[src/sv/sgm_pkg.sv]
// Shared types and constants for the Sobel gradient magnitude core.
// Used by the raster controller, the window datapath and the top level.
`default_nettype none

package sgm_pkg;

    localparam int PIXEL_W        = 8;
    localparam int FRAME_WIDTH_W  = 11;
    localparam int FRAME_HEIGHT_W = 13;
    localparam int ROW_W          = 12;
    // Width used when clamping the frame dimensions; holds every legal line length.
    localparam int DIM_W          = 13;
    localparam int MIN_DIM        = 3;
    localparam int HEIGHT_LIMIT   = 4096;
    localparam int RESET_DIM      = 1024;
    localparam int CFG_INDEX_W    = 2;
    localparam int CFG_DATA_W     = 13;
    localparam int SUM_W          = 10;
    localparam int GRAD_W         = 11;
    localparam int MAG_W          = 11;
    localparam int MAG_MAX        = 255;

    typedef enum logic [CFG_INDEX_W-1:0] {
        REG_FRAME_WIDTH  = 2'd0,
        REG_FRAME_HEIGHT = 2'd1
    } cfg_reg_t;

    // Position of a request within the frame, worked out when it is accepted.
    typedef struct packed {
        logic interior;
        logic frame_last;
    } pos_flags_t;

endpackage

`default_nettype wire

[src/sv/sgm_window_datapath.sv]
// 3x3 window, Sobel kernels and result register of the Sobel core.
// Depends on sgm_pkg; takes the line store read data from two sgm_ram instances.
`default_nettype none

module sgm_window_datapath #(
    parameter int MAX_LINE = 1024,
    localparam int ADDR_W = $clog2(MAX_LINE)
) (
    input  wire logic                          aclk,
    input  wire logic                          aresetn,
    input  wire logic                          in_valid,
    input  wire logic [sgm_pkg::PIXEL_W-1:0]   in_pixel,
    input  wire logic [ADDR_W-1:0]             in_addr,
    input  wire sgm_pkg::pos_flags_t           in_flags,
    output logic                               in_ready,
    input  wire logic [sgm_pkg::PIXEL_W-1:0]   upper_rd,
    input  wire logic [sgm_pkg::PIXEL_W-1:0]   middle_rd,
    output logic                               wr_en,
    output logic      [ADDR_W-1:0]             wr_addr,
    output logic      [sgm_pkg::PIXEL_W-1:0]   upper_wdata,
    output logic      [sgm_pkg::PIXEL_W-1:0]   middle_wdata,
    output logic                               out_valid,
    input  wire logic                          out_ready,
    output logic      [sgm_pkg::PIXEL_W-1:0]   out_magnitude,
    output logic                               out_last
);

    localparam int PW = sgm_pkg::PIXEL_W;

    // Window columns x-2 (entries 0..2) and x-1 (entries 3..5), top to bottom.
    logic [PW-1:0] win_reg [6];
    logic [PW-1:0] win_next [6];

    logic                s1_valid_reg, s1_valid_next;
    logic [PW-1:0]       s1_pixel_reg;
    logic [ADDR_W-1:0]   s1_addr_reg;
    sgm_pkg::pos_flags_t s1_flags_reg;

    logic          out_valid_reg, out_valid_next;
    logic [PW-1:0] out_mag_reg,   out_mag_next;
    logic          out_last_reg,  out_last_next;

    logic s1_adv;

    logic [sgm_pkg::SUM_W-1:0]         sum_right, sum_left, sum_bottom, sum_top;
    logic signed [sgm_pkg::GRAD_W-1:0] grad_x, grad_y;
    logic [sgm_pkg::SUM_W-1:0]         abs_x, abs_y;
    logic [sgm_pkg::MAG_W-1:0]         mag_sum;
    logic [PW-1:0]                     mag_sat;

    assign s1_adv   = s1_valid_reg && (!out_valid_reg || out_ready);
    assign in_ready = !s1_valid_reg || s1_adv;

    // Kernel sums: right/left columns for Gx, bottom/top rows for Gy.
    always_comb begin
        sum_right  = sgm_pkg::SUM_W'(upper_rd) + {1'b0, middle_rd, 1'b0}
                   + sgm_pkg::SUM_W'(s1_pixel_reg);
        sum_left   = sgm_pkg::SUM_W'(win_reg[0]) + {1'b0, win_reg[1], 1'b0}
                   + sgm_pkg::SUM_W'(win_reg[2]);
        sum_bottom = sgm_pkg::SUM_W'(win_reg[2]) + {1'b0, win_reg[5], 1'b0}
                   + sgm_pkg::SUM_W'(s1_pixel_reg);
        sum_top    = sgm_pkg::SUM_W'(win_reg[0]) + {1'b0, win_reg[3], 1'b0}
                   + sgm_pkg::SUM_W'(upper_rd);

        grad_x = signed'({1'b0, sum_right})  - signed'({1'b0, sum_left});
        grad_y = signed'({1'b0, sum_bottom}) - signed'({1'b0, sum_top});

        abs_x = grad_x[sgm_pkg::GRAD_W-1] ? sgm_pkg::SUM_W'(-grad_x)
                                          : sgm_pkg::SUM_W'(grad_x);
        abs_y = grad_y[sgm_pkg::GRAD_W-1] ? sgm_pkg::SUM_W'(-grad_y)
                                          : sgm_pkg::SUM_W'(grad_y);

        mag_sum = sgm_pkg::MAG_W'(abs_x) + sgm_pkg::MAG_W'(abs_y);
        mag_sat = (mag_sum > sgm_pkg::MAG_W'(sgm_pkg::MAG_MAX)) ? PW'(sgm_pkg::MAG_MAX)
                                                                : mag_sum[PW-1:0];
    end

    always_comb begin
        s1_valid_next = s1_valid_reg;
        if (in_valid) begin
            s1_valid_next = 1'b1;
        end else if (s1_adv) begin
            s1_valid_next = 1'b0;
        end

        for (int i = 0; i < 6; i++) begin
            win_next[i] = win_reg[i];
        end
        if (s1_adv) begin
            win_next[0] = win_reg[3];
            win_next[1] = win_reg[4];
            win_next[2] = win_reg[5];
            win_next[3] = upper_rd;
            win_next[4] = middle_rd;
            win_next[5] = s1_pixel_reg;
        end

        out_valid_next = out_valid_reg;
        out_mag_next   = out_mag_reg;
        out_last_next  = out_last_reg;
        if (s1_adv) begin
            // Border pixels still move the window but leave no result.
            out_valid_next = s1_flags_reg.interior;
            out_mag_next   = mag_sat;
            out_last_next  = s1_flags_reg.frame_last;
        end else if (out_ready) begin
            out_valid_next = 1'b0;
        end
    end

    always_ff @(posedge aclk) begin
        if (!aresetn) begin
            s1_valid_reg  <= 1'b0;
            out_valid_reg <= 1'b0;
            for (int i = 0; i < 6; i++) begin
                win_reg[i] <= '0;
            end
        end else begin
            s1_valid_reg  <= s1_valid_next;
            out_valid_reg <= out_valid_next;
            for (int i = 0; i < 6; i++) begin
                win_reg[i] <= win_next[i];
            end
        end
    end

    always_ff @(posedge aclk) begin
        if (in_valid) begin
            s1_pixel_reg <= in_pixel;
            s1_addr_reg  <= in_addr;
            s1_flags_reg <= in_flags;
        end
        out_mag_reg  <= out_mag_next;
        out_last_reg <= out_last_next;
    end

    // The column moves down one row in both line stores.
    assign wr_en        = s1_adv;
    assign wr_addr      = s1_addr_reg;
    assign upper_wdata  = middle_rd;
    assign middle_wdata = s1_pixel_reg;

    assign out_valid     = out_valid_reg;
    assign out_magnitude = out_mag_reg;
    assign out_last      = out_last_reg;

endmodule

`default_nettype wire

[config.mk]
export PLATFORM = sky130hd
export DESIGN_NAME = sgm_window_datapath
export DESIGN_NICKNAME = d
export VERILOG_FILES = /design/src/sv/sgm_pkg.sv /design/src/sv/sgm_window_datapath.sv
export SDC_FILE = /design/constraint.sdc
export NUM_CORES = 1
export LEC_CHECK = 0
export ABC_AREA = 1
export BUFFER_PORTS_ARGS = -buffer_cell sky130_fd_sc_hd__buf_2
export CAP_MARGIN = 40
export CORE_UTILIZATION = 27
export DETAILED_ROUTE_END_ITERATION = 6
export GPL_ROUTABILITY_DRIVEN = 0
export PLACE_DENSITY = 0.42
export SYNTH_ARGS = -nofsm -noshare
export SYNTH_HDL_FRONTEND = slang
export SYNTH_SLANG_ARGS = --single-unit
[constraint.sdc]
create_clock -name aclk -period 8.3 [get_ports aclk]
set_input_delay 2.49 -clock aclk [delete_from_list [all_inputs] [get_ports aclk]]
set_output_delay 2.49 -clock aclk [all_outputs]
set_load 0.02 [all_outputs]
-- Word-level counts from Yosys, hierarchy flattened
Memories as Yosys holds them, arrays and structs flattened.
Index checks and enable logic that the tools add are counted.
- register bits after elaboration: 31
- bits in latches: 0
- bits in writable memories: 48
- memory bits (read-only): 0
- input port bits: 40
- output and inout bits: 38
- logic and storage cells: 51
- memories kept: 1
- add/subtract/negate cells: 13
- multiply operators: 0
- div/mod/pow operators: 0
- magnitude comparators: 1
- equality and inequality tests: 0
- shifts and indexed selects: 0
- mux-type cells: 15
- bitwise operators: 6
- reductions and logical operators: 7
- memory list (name ; words ; bits a word ; read ports ; clocked after memory_dff ; write ports ; line ; source):
    win_reg ; 6 ; 8 ; 6 ; 0 ; 6 ; sgm_window_datapath.sv:31 ; logic [PW-1:0] win_reg [6];
- operators by type and width (kind ; count):
    $mux W48 ; 1
    $mux W8 ; 6
    $add A10 B8 Y10 ; 4
    $add A8 B9 Y10 ; 4
    $sub A10 B10 Y11 ; 2
    $mux W10 ; 2
    $neg A10 Y10 ; 2
    $add A10 B10 Y11 ; 1
    $gt A11 B8 Y1 const B ; 1
    $mux W1 ; 6
    $or A1 B1 Y1 ; 6
    $reduce_bool A2 Y1 ; 2
    $logic_not A1 Y1 ; 2
    $logic_or A1 B1 Y1 ; 2
    $logic_and A1 B1 Y1 ; 1

-- Longest topological paths before layout
- depth in word-level cells: 7
- gate-level depth with buffers: 30
- gate-level depth less buffers: 30

-- Least setup slack after synthesis
OpenSTA, ideal clock, no wires.
- path kind: input to register
- from: in upper_rd[5] in the netlist's numbering
- to: reg out_mag_reg[2], in the netlist out_magnitude[2] (data pin)
- library setup time: 271 ps
- data arrival time: 6557 ps
- data required time: 8029 ps
- setup slack: 1473 ps
- stages on the path: 24
- buffers on the path: 0
- cells stage by stage: inv_1 > fa_1 > inv_1 > fa_1 > inv_1 > fa_1 > inv_1 > ha_1 > nand2_1 > nor2_1 > nand2_1 > nand3_2 > inv_2 > o21ai_4 > inv_4 > nand2_1 > o21ai_0 > fa_1 > nand3_1 > nand2_1 > nand4_1 > nand3_1 > xor2_2 > nand3_1
- cells in the longest elaborated chain, start to end: 7
- elaborated cells between the ends (all ways): 11
- classes of those cells: 8 x add/sub; 1 x order compare; 2 x mux
- RTL lines (element ; line ; source):
    start: declaration ; sgm_window_datapath.sv:16 ; input wire logic [sgm_pkg::PIXEL_W-1:0] upper_rd,
    $add A8 B9 Y10 ; sgm_window_datapath.sv:56 ; sum_right = sgm_pkg::SUM_W'(upper_rd) + {1'b0, middle_rd, 1'b0}
    $add A10 B8 Y10 ; sgm_window_datapath.sv:57 ; + sgm_pkg::SUM_W'(s1_pixel_reg);
    $sub A10 B10 Y11 ; sgm_window_datapath.sv:65 ; grad_x = signed'({1'b0, sum_right}) - signed'({1'b0, sum_left});
    $neg A10 Y10 ; sgm_window_datapath.sv:68 ; abs_x = grad_x[sgm_pkg::GRAD_W-1] ? sgm_pkg::SUM_W'(-grad_x)
    $mux W10 ; sgm_window_datapath.sv:68 ;
    $add A10 B10 Y11 (*) ; sgm_window_datapath.sv:73 ; mag_sum = sgm_pkg::MAG_W'(abs_x) + sgm_pkg::MAG_W'(abs_y);
    $gt A11 B8 Y1 ; sgm_window_datapath.sv:74 ; mag_sat = (mag_sum > sgm_pkg::MAG_W'(sgm_pkg::MAG_MAX)) ? PW'(sgm_pkg::MAG_MAX)
    end signal: assignment ; sgm_window_datapath.sv:133 ; out_mag_reg <= out_mag_next;
    end: declaration ; sgm_window_datapath.sv:40 ; logic [PW-1:0] out_mag_reg, out_mag_next;
Every way passes the cells marked *; elsewhere a longest branch is shown, timed or not.
A chain may end at the register's enable or synchronous reset.

-- Worst setup path after layout
- from: in upper_rd[3] in the netlist's numbering
- to: reg out_mag_reg[0], in the netlist out_magnitude[0] (data pin)
The elaborated chain is that of the path after synthesis.

==> impl_results.md <==
* Run status: finished clean
* Main flop type after synthesis: sky130_fd_sc_hd__dfxtp_1
* Met1 Routed Length at slightly below 7000 um
* Longest Clk Path Bufs at 2
* Clock latency of the later-clocked register in the worst-skew pair at approximately 350 ps
* Aggregate routed wire length at 13600 um
* # clock sinks at between 70 and 80
* Multi-input logic area at 0.00346 sq mm
* Number of synthesized flops with an enable pin at 29
* Area growth from synthesis to final layout at 15.3%
* Slew Limit Headroom at 0.471
* Met2 wire length at about 6100 um
* GRT overflow at 0
* Worst Path Max Fanout at 9
* Actual slew at the worst max-slew pin at a little under 800 ps
* Clock transition at the registers of the reported paths at 60 ps
* Startpoint type of the worst setup path: input pin
* Height of the die at approximately 150 um
* Detailed placer's ending HPWL at ~11000 um
* Layout cell share with drive strength beyond 1 at 0.138
* Number of nets in the layout at 955
* Wire length of the first global-routing pass at between 20000 and 25000 um
* Number of vias after detailed routing at about 4600
* Post-route non-filler standard cell count at ~1100
* Post-CTS setup buffer count at 0
* Syn Nets at 886
* Share of the clock period used by the worst path at 0.857
* Placement Rows at 54
* Fillers at between 2000 and 2500
* Achievable Freq at around 140 MHz
* Type of the setup path with the least slack: input pin to flip-flop
* Most frequent standard cell in the layout excluding fill and tap cells: sky130_fd_sc_hd__inv_1
* Number of CTS-inserted buffers at 9
* DR DRC count at 0
* Final count of pins violating max slew at 0
* Final Hold Slack at approximately 430 ps
* DIE WIDTH at ~150 um
* Initial Util at 0.279
* Antenna-violating nets left at 0
* Uppermost metal layer occupied by signal nets: met4
* Number of max-capacitance violations reported at 0
* Min Clock Period, post-route at approximately 7100 ps
* Distinct cells, synth at 35
* Vias per inst at 4.19
* Clock tree from TritonCTS: built
* Number of global-route vias before repair at 4656
* Final Setup Violations at 0
* Part of the Yosys area used for sequential elements at 0.303
* Number of levels in the clock H-tree at 3
* Routed length per instance at ~12 um
* 1st-iter DRT viols at 140
* DP Cell Count at 1085
* Final standard cell area without fillers at ~0.0071 sq mm
* Type of the tightest min-delay check: flip-flop to flip-flop
* Post-cts hold buffer count at 0
* Critical Path RT at about 8400 ps
* Async S/R FF share, synth at 0
* Post-Synthesis Mean Instance Area at around 8.3 sq um
* Commonest non-fill, non-tap cells in the layout: sky130_fd_sc_hd__inv_1, sky130_fd_sc_hd__nand2_1, sky130_fd_sc_hd__buf_2, sky130_fd_sc_hd__fa_1, sky130_fd_sc_hd__a21oi_1
* TritonRoute pass-1 iters at 4
* Count of input and output buffers at 77
* # resized after CTS at 0
* Total placed instance area at around 0.0068 sq mm
* Area enclosed by the die boundary at around 0.023 sq mm
* CP Data Arrival Time at about 7200 ps
* # IOs at between 70 and 80
* Setup clock skew after layout at between 10 and 15 ps
* RSZ-0062 raised after global routing: no
* Initial antenna violation count at 0
* Yosys warns at 0
* Cells after Synth at about 750
* Core box area at between 0.02 and 0.025 sq mm
* Accumulated negative setup slack at 0 ps
* Clock tree root driver cell: sky130_fd_sc_hd__clkbuf_16
* FF+latch count, synth at between 70 and 80
* Global router's overall resource usage at 0.126
* Sort of element at the end of the critical path: flip-flop
* Register area at about 0.0019 sq mm
* Count of endpoints failing hold in the final timing report at 0
* Maximum number of pins on one net before global-route repair at 50
* Flip-flop count of the largest register after layout at 48
* Total met3 wirelength after detailed routing at roughly 380 um
* Post-synthesis instance area at 0.00617 sq mm
[path summary, 6_finish.rpt]
check                           depth (start not counted)       startpoint          endpoint  slack, ps
worst min register to register                          0  s1_flags_reg[0]          out_last        430
worst max-delay path                                   25      upper_rd[3]  out_magnitude[0]       1190
worst min-delay path                                    0  s1_flags_reg[0]          out_last        430
worst max register to register                         25  middle_wdata[0]  out_magnitude[0]       3020
[logic make-up after synthesis]
kind of cell,count (synthesis),share of synthesized area
flip-flops,79,0.303
adder cells (fa/ha/maj),99,0.277
XOR/XNOR,17,0.0266
AND/OR/NAND/NOR,217,0.154
buffers and inverters,215,0.136
AO/OA/AOI/OAI,120,0.102
[critical path, cell delays in order]
cell	delay, ps
sky130_fd_sc_hd__buf_2	110
sky130_fd_sc_hd__inv_1	60
sky130_fd_sc_hd__fa_1	520
sky130_fd_sc_hd__fa_1	550
sky130_fd_sc_hd__inv_1	50
sky130_fd_sc_hd__fa_1	560
sky130_fd_sc_hd__inv_1	50
sky130_fd_sc_hd__ha_1	350
sky130_fd_sc_hd__a21oi_2	170
sky130_fd_sc_hd__nand2_1	100
sky130_fd_sc_hd__nand2_1	80
sky130_fd_sc_hd__nand2_1	70
sky130_fd_sc_hd__nand2_1	70
sky130_fd_sc_hd__nand2_2	80
sky130_fd_sc_hd__inv_2	140
sky130_fd_sc_hd__nand2_1	80
sky130_fd_sc_hd__xor2_1	180
sky130_fd_sc_hd__inv_1	60
sky130_fd_sc_hd__ha_1	350
sky130_fd_sc_hd__a21oi_1	230
sky130_fd_sc_hd__nand2_1	120
sky130_fd_sc_hd__nand4_1	90
sky130_fd_sc_hd__nand3_1	120
sky130_fd_sc_hd__xor2_2	370
sky130_fd_sc_hd__nand3_1	130
[synthesized netlist by cell type, types with 3 or more instances]
| library cell | count | area (sq um) |
|---|---|---|
| sky130_fd_sc_hd__nand3b_1 | 4 | 30.0 |
| sky130_fd_sc_hd__clkbuf_1 | 11 | 41.3 |
| sky130_fd_sc_hd__a21oi_1 | 58 | 290 |
| sky130_fd_sc_hd__nand2_1 | 110 | 413 |
| sky130_fd_sc_hd__nand3_1 | 44 | 220 |
| sky130_fd_sc_hd__edfxtp_1 | 29 | 871 |
| sky130_fd_sc_hd__xnor2_1 | 6 | 52.6 |
| sky130_fd_sc_hd__buf_4 | 8 | 60.1 |
| sky130_fd_sc_hd__fa_1 | 63 | 1260 |
| sky130_fd_sc_hd__xor2_1 | 9 | 78.8 |
| sky130_fd_sc_hd__inv_2 | 3 | 11.3 |
| sky130_fd_sc_hd__ha_1 | 36 | 450 |
| sky130_fd_sc_hd__nor2_1 | 37 | 139 |
| sky130_fd_sc_hd__nand4_1 | 9 | 56.3 |
| sky130_fd_sc_hd__dfxtp_1 | 50 | 1000 |
| sky130_fd_sc_hd__o21ai_0 | 53 | 265 |
| sky130_fd_sc_hd__inv_1 | 189 | 709 |
| sky130_fd_sc_hd__nand2_2 | 3 | 18.8 |
| sky130_fd_sc_hd__nor3_1 | 4 | 20.0 |
[through the flow]
step,setup slack [ps],util
floorplan,1470,-
global placement,727,0.309
detailed placement,779,0.309
CTS,1150,0.322
global route,714,0.322
finish,1190,0.322
[layout make-up]
cell class | instances | area share
multi-input cells | 453 | 0.486
flip-flops and latches | 79 | 0.263
inverters | 193 | 0.102
repair buffers | 80 | 0.0573
well taps | 280 | 0.0492
clock buffers | 10 | 0.0352
clock inverters | 6 | 0.00668
diodes | 1 | 0.000352
[per-layer routing]
metal  vias to the layer above  track usage
li1                       2441            -
met1                      2088        0.165
met2                        75        0.208
met3                        13       0.0207
met4                         0       0.0491
met5                         -            0
Power is left out: the tool's default activity adds up to more than one toggle a clock period on the data nets, which glitch-free logic cannot reach.
