### config.mk
export PLATFORM = sky130hd
export DESIGN_NAME = sgm_raster_ctrl
export DESIGN_NICKNAME = d
export VERILOG_FILES = /design/src/sv/sgm_pkg.sv /design/src/sv/sgm_raster_ctrl.sv
export SDC_FILE = /design/constraint.sdc
export NUM_CORES = 1
export LEC_CHECK = 0
export ABC_CLOCK_PERIOD_IN_PS = 4700
export BUFFER_PORTS_ARGS = -buffer_cell sky130_fd_sc_hd__buf_2
export CAP_MARGIN = 20
export CORE_MARGIN = 2
export CORE_UTILIZATION = 60
export DETAILED_ROUTE_END_ITERATION = 10
export GPL_ROUTABILITY_DRIVEN = 0
export PLACE_DENSITY = 0.81
export SLEW_MARGIN = 20
export SYNTH_ARGS = -nofsm -noshare
export SYNTH_HDL_FRONTEND = slang
export SYNTH_SLANG_ARGS = --single-unit
### constraint.sdc
create_clock -name aclk -period 4.7 [get_ports aclk]
set_input_delay 0.235 -clock aclk [delete_from_list [all_inputs] [get_ports aclk]]
set_output_delay 0.235 -clock aclk [all_outputs]
set_load 0.05 [all_outputs]
### src/sv/sgm_pkg.sv
// Shared types and constants for the Sobel gradient magnitude core.
// Used by the raster controller, the window datapath and the top level.
`default_nettype none

package sgm_pkg;

    localparam int PIXEL_W        = 8;
    localparam int FRAME_WIDTH_W  = 11;
    localparam int FRAME_HEIGHT_W = 13;
    localparam int ROW_W          = 12;
    // Width used when clamping the frame dimensions; holds every legal line length.
    localparam int DIM_W          = 13;
    localparam int MIN_DIM        = 3;
    localparam int HEIGHT_LIMIT   = 4096;
    localparam int RESET_DIM      = 1024;
    localparam int CFG_INDEX_W    = 2;
    localparam int CFG_DATA_W     = 13;
    localparam int SUM_W          = 10;
    localparam int GRAD_W         = 11;
    localparam int MAG_W          = 11;
    localparam int MAG_MAX        = 255;

    typedef enum logic [CFG_INDEX_W-1:0] {
        REG_FRAME_WIDTH  = 2'd0,
        REG_FRAME_HEIGHT = 2'd1
    } cfg_reg_t;

    // Position of a request within the frame, worked out when it is accepted.
    typedef struct packed {
        logic interior;
        logic frame_last;
    } pos_flags_t;

endpackage

`default_nettype wire

### src/sv/sgm_raster_ctrl.sv
// Frame geometry registers and raster position counters of the Sobel core.
// Depends on sgm_pkg for widths, register indexes and the position flags type.
`default_nettype none

module sgm_raster_ctrl #(
    parameter int MAX_LINE = 1024,
    localparam int ADDR_W = $clog2(MAX_LINE)
) (
    input  wire logic                                aclk,
    input  wire logic                                aresetn,
    input  wire logic                                pix_accept,
    input  wire logic                                cfg_write,
    input  wire logic [sgm_pkg::CFG_INDEX_W-1:0]     cfg_index,
    input  wire logic [sgm_pkg::CFG_DATA_W-1:0]      cfg_data,
    output logic      [ADDR_W-1:0]                   col_addr,
    output sgm_pkg::pos_flags_t                      pos_flags
);

    localparam logic [sgm_pkg::DIM_W-1:0] MAX_LINE_D = sgm_pkg::DIM_W'(MAX_LINE);
    localparam logic [sgm_pkg::DIM_W-1:0] MIN_D      = sgm_pkg::DIM_W'(sgm_pkg::MIN_DIM);
    localparam logic [sgm_pkg::DIM_W-1:0] HEIGHT_D   = sgm_pkg::DIM_W'(sgm_pkg::HEIGHT_LIMIT);
    localparam logic [sgm_pkg::DIM_W-1:0] ONE_D      = sgm_pkg::DIM_W'(1);

    logic [sgm_pkg::FRAME_WIDTH_W-1:0]  frame_width_reg,  frame_width_next;
    logic [sgm_pkg::FRAME_HEIGHT_W-1:0] frame_height_reg, frame_height_next;
    logic [ADDR_W-1:0]                  col_count_reg,    col_count_next;
    logic [sgm_pkg::ROW_W-1:0]          row_count_reg,    row_count_next;

    logic [sgm_pkg::DIM_W-1:0] width_ext, height_ext;
    logic [sgm_pkg::DIM_W-1:0] width_use, height_use;
    logic [ADDR_W-1:0]         col_last;
    logic [sgm_pkg::ROW_W-1:0] row_last;
    logic                      cfg_hit;

    assign width_ext  = sgm_pkg::DIM_W'(frame_width_reg);
    assign height_ext = sgm_pkg::DIM_W'(frame_height_reg);

    always_comb begin
        priority if (width_ext < MIN_D) begin
            width_use = MIN_D;
        end else if (width_ext > MAX_LINE_D) begin
            width_use = MAX_LINE_D;
        end else begin
            width_use = width_ext;
        end

        priority if (height_ext < MIN_D) begin
            height_use = MIN_D;
        end else if (height_ext > HEIGHT_D) begin
            height_use = HEIGHT_D;
        end else begin
            height_use = height_ext;
        end
    end

    assign col_last = ADDR_W'(width_use - ONE_D);
    assign row_last = sgm_pkg::ROW_W'(height_use - ONE_D);

    assign cfg_hit = cfg_write && ((cfg_index == sgm_pkg::REG_FRAME_WIDTH) ||
                                   (cfg_index == sgm_pkg::REG_FRAME_HEIGHT));

    always_comb begin
        frame_width_next  = frame_width_reg;
        frame_height_next = frame_height_reg;
        col_count_next    = col_count_reg;
        row_count_next    = row_count_reg;

        if (cfg_write && (cfg_index == sgm_pkg::REG_FRAME_WIDTH)) begin
            frame_width_next = cfg_data[sgm_pkg::FRAME_WIDTH_W-1:0];
        end
        if (cfg_write && (cfg_index == sgm_pkg::REG_FRAME_HEIGHT)) begin
            frame_height_next = cfg_data[sgm_pkg::FRAME_HEIGHT_W-1:0];
        end

        // A write to frame_width or frame_height restarts the frame at its first pixel.
        if (cfg_hit) begin
            col_count_next = '0;
            row_count_next = '0;
        end else if (pix_accept) begin
            if (col_count_reg == col_last) begin
                col_count_next = '0;
                row_count_next = (row_count_reg == row_last) ? '0
                               : row_count_reg + sgm_pkg::ROW_W'(1);
            end else begin
                col_count_next = col_count_reg + ADDR_W'(1);
            end
        end
    end

    always_ff @(posedge aclk) begin
        if (!aresetn) begin
            frame_width_reg  <= sgm_pkg::FRAME_WIDTH_W'(sgm_pkg::RESET_DIM);
            frame_height_reg <= sgm_pkg::FRAME_HEIGHT_W'(sgm_pkg::RESET_DIM);
            col_count_reg    <= '0;
            row_count_reg    <= '0;
        end else begin
            frame_width_reg  <= frame_width_next;
            frame_height_reg <= frame_height_next;
            col_count_reg    <= col_count_next;
            row_count_reg    <= row_count_next;
        end
    end

    assign col_addr = col_count_reg;

    always_comb begin
        pos_flags.interior   = (col_count_reg >= ADDR_W'(2)) &&
                               (row_count_reg >= sgm_pkg::ROW_W'(2));
        pos_flags.frame_last = (col_count_reg == col_last) && (row_count_reg == row_last);
    end

endmodule

`default_nettype wire

# After elaboration in Yosys (flattened, before gate mapping)
# Index checks and enable logic that the tools add are counted.
[op_classes] n_mux=6 addsub=4 n_lt_le_gt_ge=6 n_eq_ne=3 bitwise_logic=1 n_reduce_logical=9
[ops] operator="2-to-1 mux 12 bit" count=3
[ops] operator="2-to-1 mux 10 bit" count=3
[ops] operator="greater-than comparator 13 bit (second input constant)" count=1
[ops] operator="less-than comparator 13 x 2 -> 1 bit (second input constant)" count=1
[ops] operator="adder 12 x 1 -> 12 bit (second input constant)" count=1
[ops] operator="equality test 12 bit" count=1
[ops] operator=">= comparator 12 x 2 -> 1 bit (second input constant)" count=1
[ops] operator="subtractor 12 x 1 -> 12 bit (second input constant)" count=1
[ops] operator="greater-than comparator 11 bit (second input constant)" count=1
[ops] operator="less-than comparator 11 x 2 -> 1 bit (second input constant)" count=1
[ops] operator="adder 10 x 1 -> 10 bit (second input constant)" count=1
[ops] operator="equality test 10 bit" count=1
[ops] operator=">= comparator 10 x 2 -> 1 bit (second input constant)" count=1
[ops] operator="subtractor 10 x 1 -> 10 bit (second input constant)" count=1
[ops] operator="logical AND 1 bit" count=5
[ops] operator="equality test 2 x 1 -> 1 bit (second input constant)" count=1
[ops] operator="zero test 2 bit" count=1
[ops] operator="AND reduction 2 bit" count=1
[ops] operator="OR reduction 2 bit" count=1
[ops] operator="logical OR 1 bit" count=1
[ops] operator="NOT 1 bit" count=1
[totals] word_cells=33 regBits=46 out_inout_bits=12 in_bits=19

# Logic depth before layout (Yosys ltp)
# Gate-level depths: netlist (run 1).
[depth] word_depth=6 ltp_mapped=15 mapped_depth_nobuf=13

# Least setup slack after synthesis (run 1)
# No wires, ideal clock.
[synth_path] kind="reg-to-output" from="reg frame_height_reg[5] in the netlist's numbering" to="out pos_flags[0] in the netlist's numbering" arrival_time_ns=3.653 required_ns=4.465 path_buffers=2 slack_ns=0.812 path_stages_with_launch=14 cell_sequence="dfxtp_1 > buf_6 > nor4_4 > and3_2 > o21ai_0 > ha_1 > clkbuf_1 > xor2_1 > o21ai_0 > nand4_1 > a2111oi_2 > nand4_1 > or4_4 > nor2_1"
[synth_rtl] element="start: declaration" line_no="sgm_raster_ctrl.sv:25" source="logic [sgm_pkg::FRAME_HEIGHT_W-1:0] frame_height_reg, frame_height_next;"
[synth_rtl] element="start signal: assignment" line_no="sgm_raster_ctrl.sv:93" source="frame_height_reg <= sgm_pkg::FRAME_HEIGHT_W'(sgm_pkg::RESET_DIM);"
[synth_rtl] element="start signal: assignment" line_no="sgm_raster_ctrl.sv:98" source="frame_height_reg <= frame_height_next;"
[synth_rtl] element="end: declaration" line_no="sgm_raster_ctrl.sv:16" source="output sgm_pkg::pos_flags_t pos_flags"

==> results of run 1 <==
## worst max-delay path by stage
stage	start	to
2_1_floorplan	frame_height_reg[5]	pos_flags[0]
3_3_place_gp	frame_height_reg[4]	pos_flags[0]
3_5_place_dp	frame_height_reg[4]	pos_flags[0]
4_1_cts	frame_height_reg[4]	pos_flags[0]
5_1_grt	frame_height_reg[4]	pos_flags[0]
6_report	frame_height_reg[4]	pos_flags[0]
## layer usage
layer  track usage (%)  vias up  share of wire, %
li1                  -     1477                 -
met1              34.0     1414                43
met2              44.6      120                49
met3              4.12       19               5.4
met4              8.57        0               1.7
met5                 0        -                 0
## synthesized netlist by cell type (8+ instances only)
| library cell | count | area, sq um |
|---|---|---|
| xnor2_1 | 14 | 123 |
| nand4_1 | 15 | 93.8 |
| a21oi_1 | 13 | 65.1 |
| nor2b_1 | 17 | 106 |
| xor2_1 | 19 | 166 |
| a21boi_0 | 13 | 97.6 |
| nor4_1 | 8 | 50.1 |
| nand2_1 | 50 | 188 |
| nand3_1 | 8 | 40.0 |
| inv_1 | 14 | 52.6 |
| mux2i_1 | 12 | 120 |
| dfxtp_1 | 46 | 921 |
| o21ai_0 | 16 | 80.1 |
| nor3_1 | 9 | 45.0 |
| nor2_1 | 36 | 135 |
| clkbuf_1 | 18 | 67.6 |
## metrics by stage
| step | worst slack [ns] | instances |
|---|---|---|
| floorplan | 0.812 | 401 |
| global placement | 0.941 | 479 |
| detailed placement | 0.860 | 480 |
| CTS | 0.517 | 488 |
| global route | 0.226 | 488 |
| finish | 0.486 | 488 |
## where the power goes
part | internal [mW] | switching, mW
Sequential | 0.398 | 0.0188
Combinational | 0.0743 | 0.0929
Clock | 0.119 | 0.133
## cell families (layout without fill, tap and decap cells)
logic type / after synthesis / after routing / synth area share, %
and+or+nand+nor: 182 / 182 / 31.6
AOI/OAI and AO/OA: 82 / 82 / 19.2
DFF: 46 / 46 / 28.6
buffers and inverters: 38 / 55 / 4.79
xor gates and xnor gates: 33 / 33 / 8.99
muxes: 14 / 14 / 4.44
adders and majority gates: 6 / 6 / 2.33
## worst max-delay path: stages (launching register included)
cell,delay [ns]
dfxtp_1,0.46
nor4_4,0.52
and3_2,0.26
o21ai_0,0.12
ha_1,0.37
xor2_1,0.20
o21ai_0,0.12
nand4_1,0.13
a2111oi_2,0.34
nand4_1,0.12
or4_4,0.59
nor2_1,0.15
buf_2,0.28
## final cells by class
cell class | count | area, sq um
Clock buffer | 7 | 86.3
Fill cell | 469 | 1680
Sequential cell | 46 | 921
Multi-Input combinational cell | 317 | 2140
Timing Repair Buffer | 32 | 165
Inverter | 15 | 56.3
Clock inverter | 1 | 5.00
Tap cell | 70 | 87.6
## layout by cell type (no fill, tap or decap), types with 3 or more instances in the layout
master      n
o2111ai_1   5
o21a_1      3
nor2b_1    17
a21oi_1    13
xor2_1     19
inv_1      14
nand3_1     8
xnor2_1    14
nand3b_1    5
nor3_1      9
a211oi_1    3
o21ai_0    16
nand2b_1    3
a21boi_0   13
and3_1      6
ha_1        6
nor4_1      8
nand2_1    50
or4_1       3
a31oi_1     3
or3_1       3
nor2_1     36
nand4_1    15
mux2i_1    12
buf_2      30
clkbuf_8    6
dfxtp_1    46
nor4_4      3
==> results_dict.tcl, run 1 <==
set metrics [dict create \
    status "completed" \
    ir_drop_uv 204 \
    io_buffer_count 30 \
    syn_area_sq_um 3220 \
    critPathRequiredTime_ns 4.47 \
    skew_ns 0.00512 \
    finalSetupTns_ns 0 \
    syn_area_per_cell_sq_um 8.02 \
    max_slew_margin_pct 46.6 \
    finalMaxSlewViolations 0 \
    finalCritPeriodShare_pct 89.6 \
    min_to "frame_height_reg[7]" \
    ctsResizeCount 0 \
    cts_setup_buffers 0 \
    clockRootBuffer "clkbuf_8" \
    syn_to_final_growth_pct 7.67 \
    ys_seq_elements 46 \
    overflow 0 \
    diodes 0 \
    setup-violations-final 0 \
    r2r_start "frame_width_reg[10]" \
    cts_tree "done" \
    yosys_warnings 0 \
    path_clk_slew_ns 0.09 \
    min_from "cfg_data[7]" \
    hp-class "input pin to flip-flop" \
    drive_gt1_share_pct 14.6 \
    powerDensity_nw_per_um2 242 \
    die_width_um 77.2 \
    whs_ns 0.200 \
    place_area_sq_um 3370 \
    clk_latency_ns 0.30 \
    viasPerCell 6.21 \
    finalHoldViolCount 0 \
    tightest_slew_ns 0.798 \
    grt_pass1_vias 2771 \
    crit_arrival_ns 3.98 \
    synth_edf_count 0 \
    nets 442 \
    wl_per_cell_um 15.7 \
    rows 26 \
    routed_wl_um 7660 \
    io_pins 31 \
    ctsHoldBuffers 0 \
    num_vias 3030 \
    fin_area_sq_um 3460 \
    grt.total_usage_pct 26.3 \
    clock_tree.buffer_depth 2 \
    ys_seq_area_share_pct 28.6 \
    crit_type "flip-flop to output pin" \
    yosysUniqueCellTypes 69 \
    worstSetupStartpointType "flip-flop" \
    grt_max_degree 27 \
    r2r_cells 11 \
    cts_max_level 2 \
    p_leak_nw 1.29 \
    power_uw 836 \
    start_util_pct 62.6 \
    fin_util_pct 67.4 \
    r2r_setup_slack_ns 0.90 \
    async_reset_ff_share_pct 0 \
    rsz0062_at_grt "no" \
    numCtsBuffers 5 \
    crit_path_end_kind "output pin" \
    drcViolationCount 0 \
    drtPass1Iterations 5 \
    dp_hpwl_um 5750 \
    drt_iter0_drc 225 \
    regToRegEndpoint "row_count_reg[3]" \
    syn-instance-count 401 \
    clock-sinks 46 \
    die-area_sq_um 5960 \
    holdPathStages 3 \
    synth_flop_cell "dfxtp_1" \
    cp_max_fo 12 \
    antenna_found_initial 0 \
    maxCapViolations 0 \
    core_area_sq_um 5140 \
    postRouteAntennaNets 0 \
    largest_reg_flops 13 \
    timing.fmax_mhz 237 \
    syn-num-nets 426 \
    grt_pass1_wl_um 13000 \
    chipHeight_um 77.2 \
    final.min_clock_period_ns 4.21 \
]
Power figures use the tool's default switching activity.
==> inputs of run 2 (changes only) <==
--- a/constraint.sdc
+++ b/constraint.sdc
@@ -3,2 +3,2 @@
 set_output_delay 0.235 -clock aclk [all_outputs]
-set_load 0.05 [all_outputs]
+set_load 0.01 [all_outputs]
==> run 2 against run 1 <==
Against the previous run:
- cell count down 0.61%
- first-iteration DRC count down 2.7%
- sequential cell count unchanged
- critical path type unchanged
- cell area down 0.47%
- via count down 0.69%
- clock power down 7%
- register-to-register slack worse by 0.09 ns
==> results_dict.tcl, run 2 (synthesis results as in run 1) <==
set metrics [dict create \
    crit_type "flip-flop to output pin" \
    tightest_slew_ns 0.755 \
    overflow 0 \
    chipHeight_um 77.2 \
    clockRootBuffer "clkbuf_8" \
    r2r_setup_slack_ns 0.81 \
    postRouteAntennaNets 0 \
    die-area_sq_um 5960 \
    nets 441 \
    worst_path_max_delay_cell "dfxtp_1" \
    clock_tree.buffer_depth 2 \
    cts_max_level 2 \
    die_width_um 77.2 \
    start_util_pct 62.6 \
    grt_use_met3_pct 4.00 \
    worstSetupStartpointType "flip-flop" \
    drt_iter0_drc 219 \
    setup-violations-final 0 \
    drtPass1Iterations 6 \
    rsz0062_at_grt "no" \
    num_vias 3009 \
    path_clk_slew_ns 0.08 \
    critPathRequiredTime_ns 4.47 \
    crit_path_end_kind "output pin" \
    core_area_sq_um 5140 \
    whs_ns 0.193 \
    max_slew_margin_pct 49.5 \
    final_cell_mix "nand2_1, dfxtp_1, nor2_1" \
    ctsHoldBuffers 0 \
    ir_drop_uv 209 \
    finalMaxSlewViolations 0 \
    clk_latency_ns 0.29 \
    io_buffer_count 30 \
    dp_hpwl_um 5750 \
    hp-class "input pin to flip-flop" \
    final_common_cell "nand2_1" \
    fin_cells 485 \
    grt.total_usage_pct 26.3 \
    cts_tree "done" \
    p_leak_nw 1.28 \
    maxCapViolations 0 \
    drive_gt1_share_pct 14.2 \
    crit_arrival_ns 3.95 \
    syn_to_final_growth_pct 7.16 \
    grt_util_met1_pct 34.6 \
    grt_pass1_vias 2719 \
    critPathMaxStageDelay_ns 0.72 \
    timing.fmax_mhz 239 \
    final.min_clock_period_ns 4.18 \
    drcViolationCount 0 \
    cts_setup_buffers 0 \
    numCtsBuffers 5 \
    finalSetupTns_ns 0 \
    ctsResizeCount 0 \
    finalCritPeriodShare_pct 89.0 \
    use_met2_pct 44.0 \
    wl_per_cell_um 15.7 \
    skew_ns 0.00465 \
    path_cells "clkinv_1, o21ai_0, ha_1, xor2_1, o21ai_0, nand4_1, a2111oi_2, nand4_1, or4_4, nor2_1, buf_2" \
    largest_reg_flops 13 \
    viasPerCell 6.20 \
    fin_util_pct 67.0 \
    place_area_sq_um 3360 \
    antenna_found_initial 0 \
    grt.busiest_layer "met2" \
    rows 26 \
    powerDensity_nw_per_um2 236 \
    grt_max_degree 27 \
    status "completed" \
    grt_pass1_wl_um 12900 \
    fillCellCount 476 \
    cp_max_fo 18 \
    clock-sinks 46 \
    diodes 0 \
    routed_wl_um 7620 \
    fin_area_sq_um 3450 \
    dp_cells 479 \
    finalHoldViolCount 0 \
    io_pins 31 \
]
-- run 2: changes by cell type in the layout (fill, tap and decap cells not counted), sizes merged --
cell    previous run  this run
clkbuf             7         6
clkinv             2         1
buf               32        31
-- run 2: final cells by class --
class                   count  area [sq um]  area share (%)
flip-flops and latches     46           921            26.7
repair buffers             31           158            4.58
clock buffers               6          82.6            2.40
multi-input cells         317          2140            62.1
well taps                  70          87.6            2.54
inverters                  15          56.3            1.63
-- run 2: through the flow --
step | power (mW) | setup slack (ns)
floorplan | 0.546 | 1.30
global placement | 0.581 | 0.907
detailed placement | 0.585 | 0.896
CTS | 0.816 | 0.560
global route | 0.852 | 0.249
finish | 0.814 | 0.517
-- run 2: layer usage --
| metal | routed length, um | vias to the layer above | part of all wire, % |
|---|---|---|---|
| li1 | - | 1469 | - |
| met1 | 3340 | 1399 | 44 |
| met2 | 3730 | 115 | 49 |
| met3 | 375 | 26 | 4.9 |
| met4 | 170 | 0 | 2.2 |
| met5 | 0 | - | 0 |
-- run 2: report_power, final --
group	internal (mW)	switching [mW]
logic	0.0741	0.0879
clock network	0.113	0.121
registers	0.398	0.0197
total	0.585	0.229
-- run 2: critical path, delay by kind of cell, from the launching register on --
family                     cells  cell delay [ns]
DFF                            1             0.72
buffers and inverters          2             0.58
xor gates and xnor gates       1             0.15
adders and majority gates      1             0.50
AOI/OAI and AO/OA              3             0.73
and+or+nand+nor                4             0.98
-- run 2: path summary, 6_finish.rpt --
path                         from                   end  cells past startpoint
max          frame_height_reg[12]          pos_flags[0]                     11
min                  cfg_data[11]  frame_height_reg[11]                      3
max reg2reg  frame_height_reg[12]     row_count_reg[11]                     11
min reg2reg   frame_height_reg[0]   frame_height_reg[0]                      2
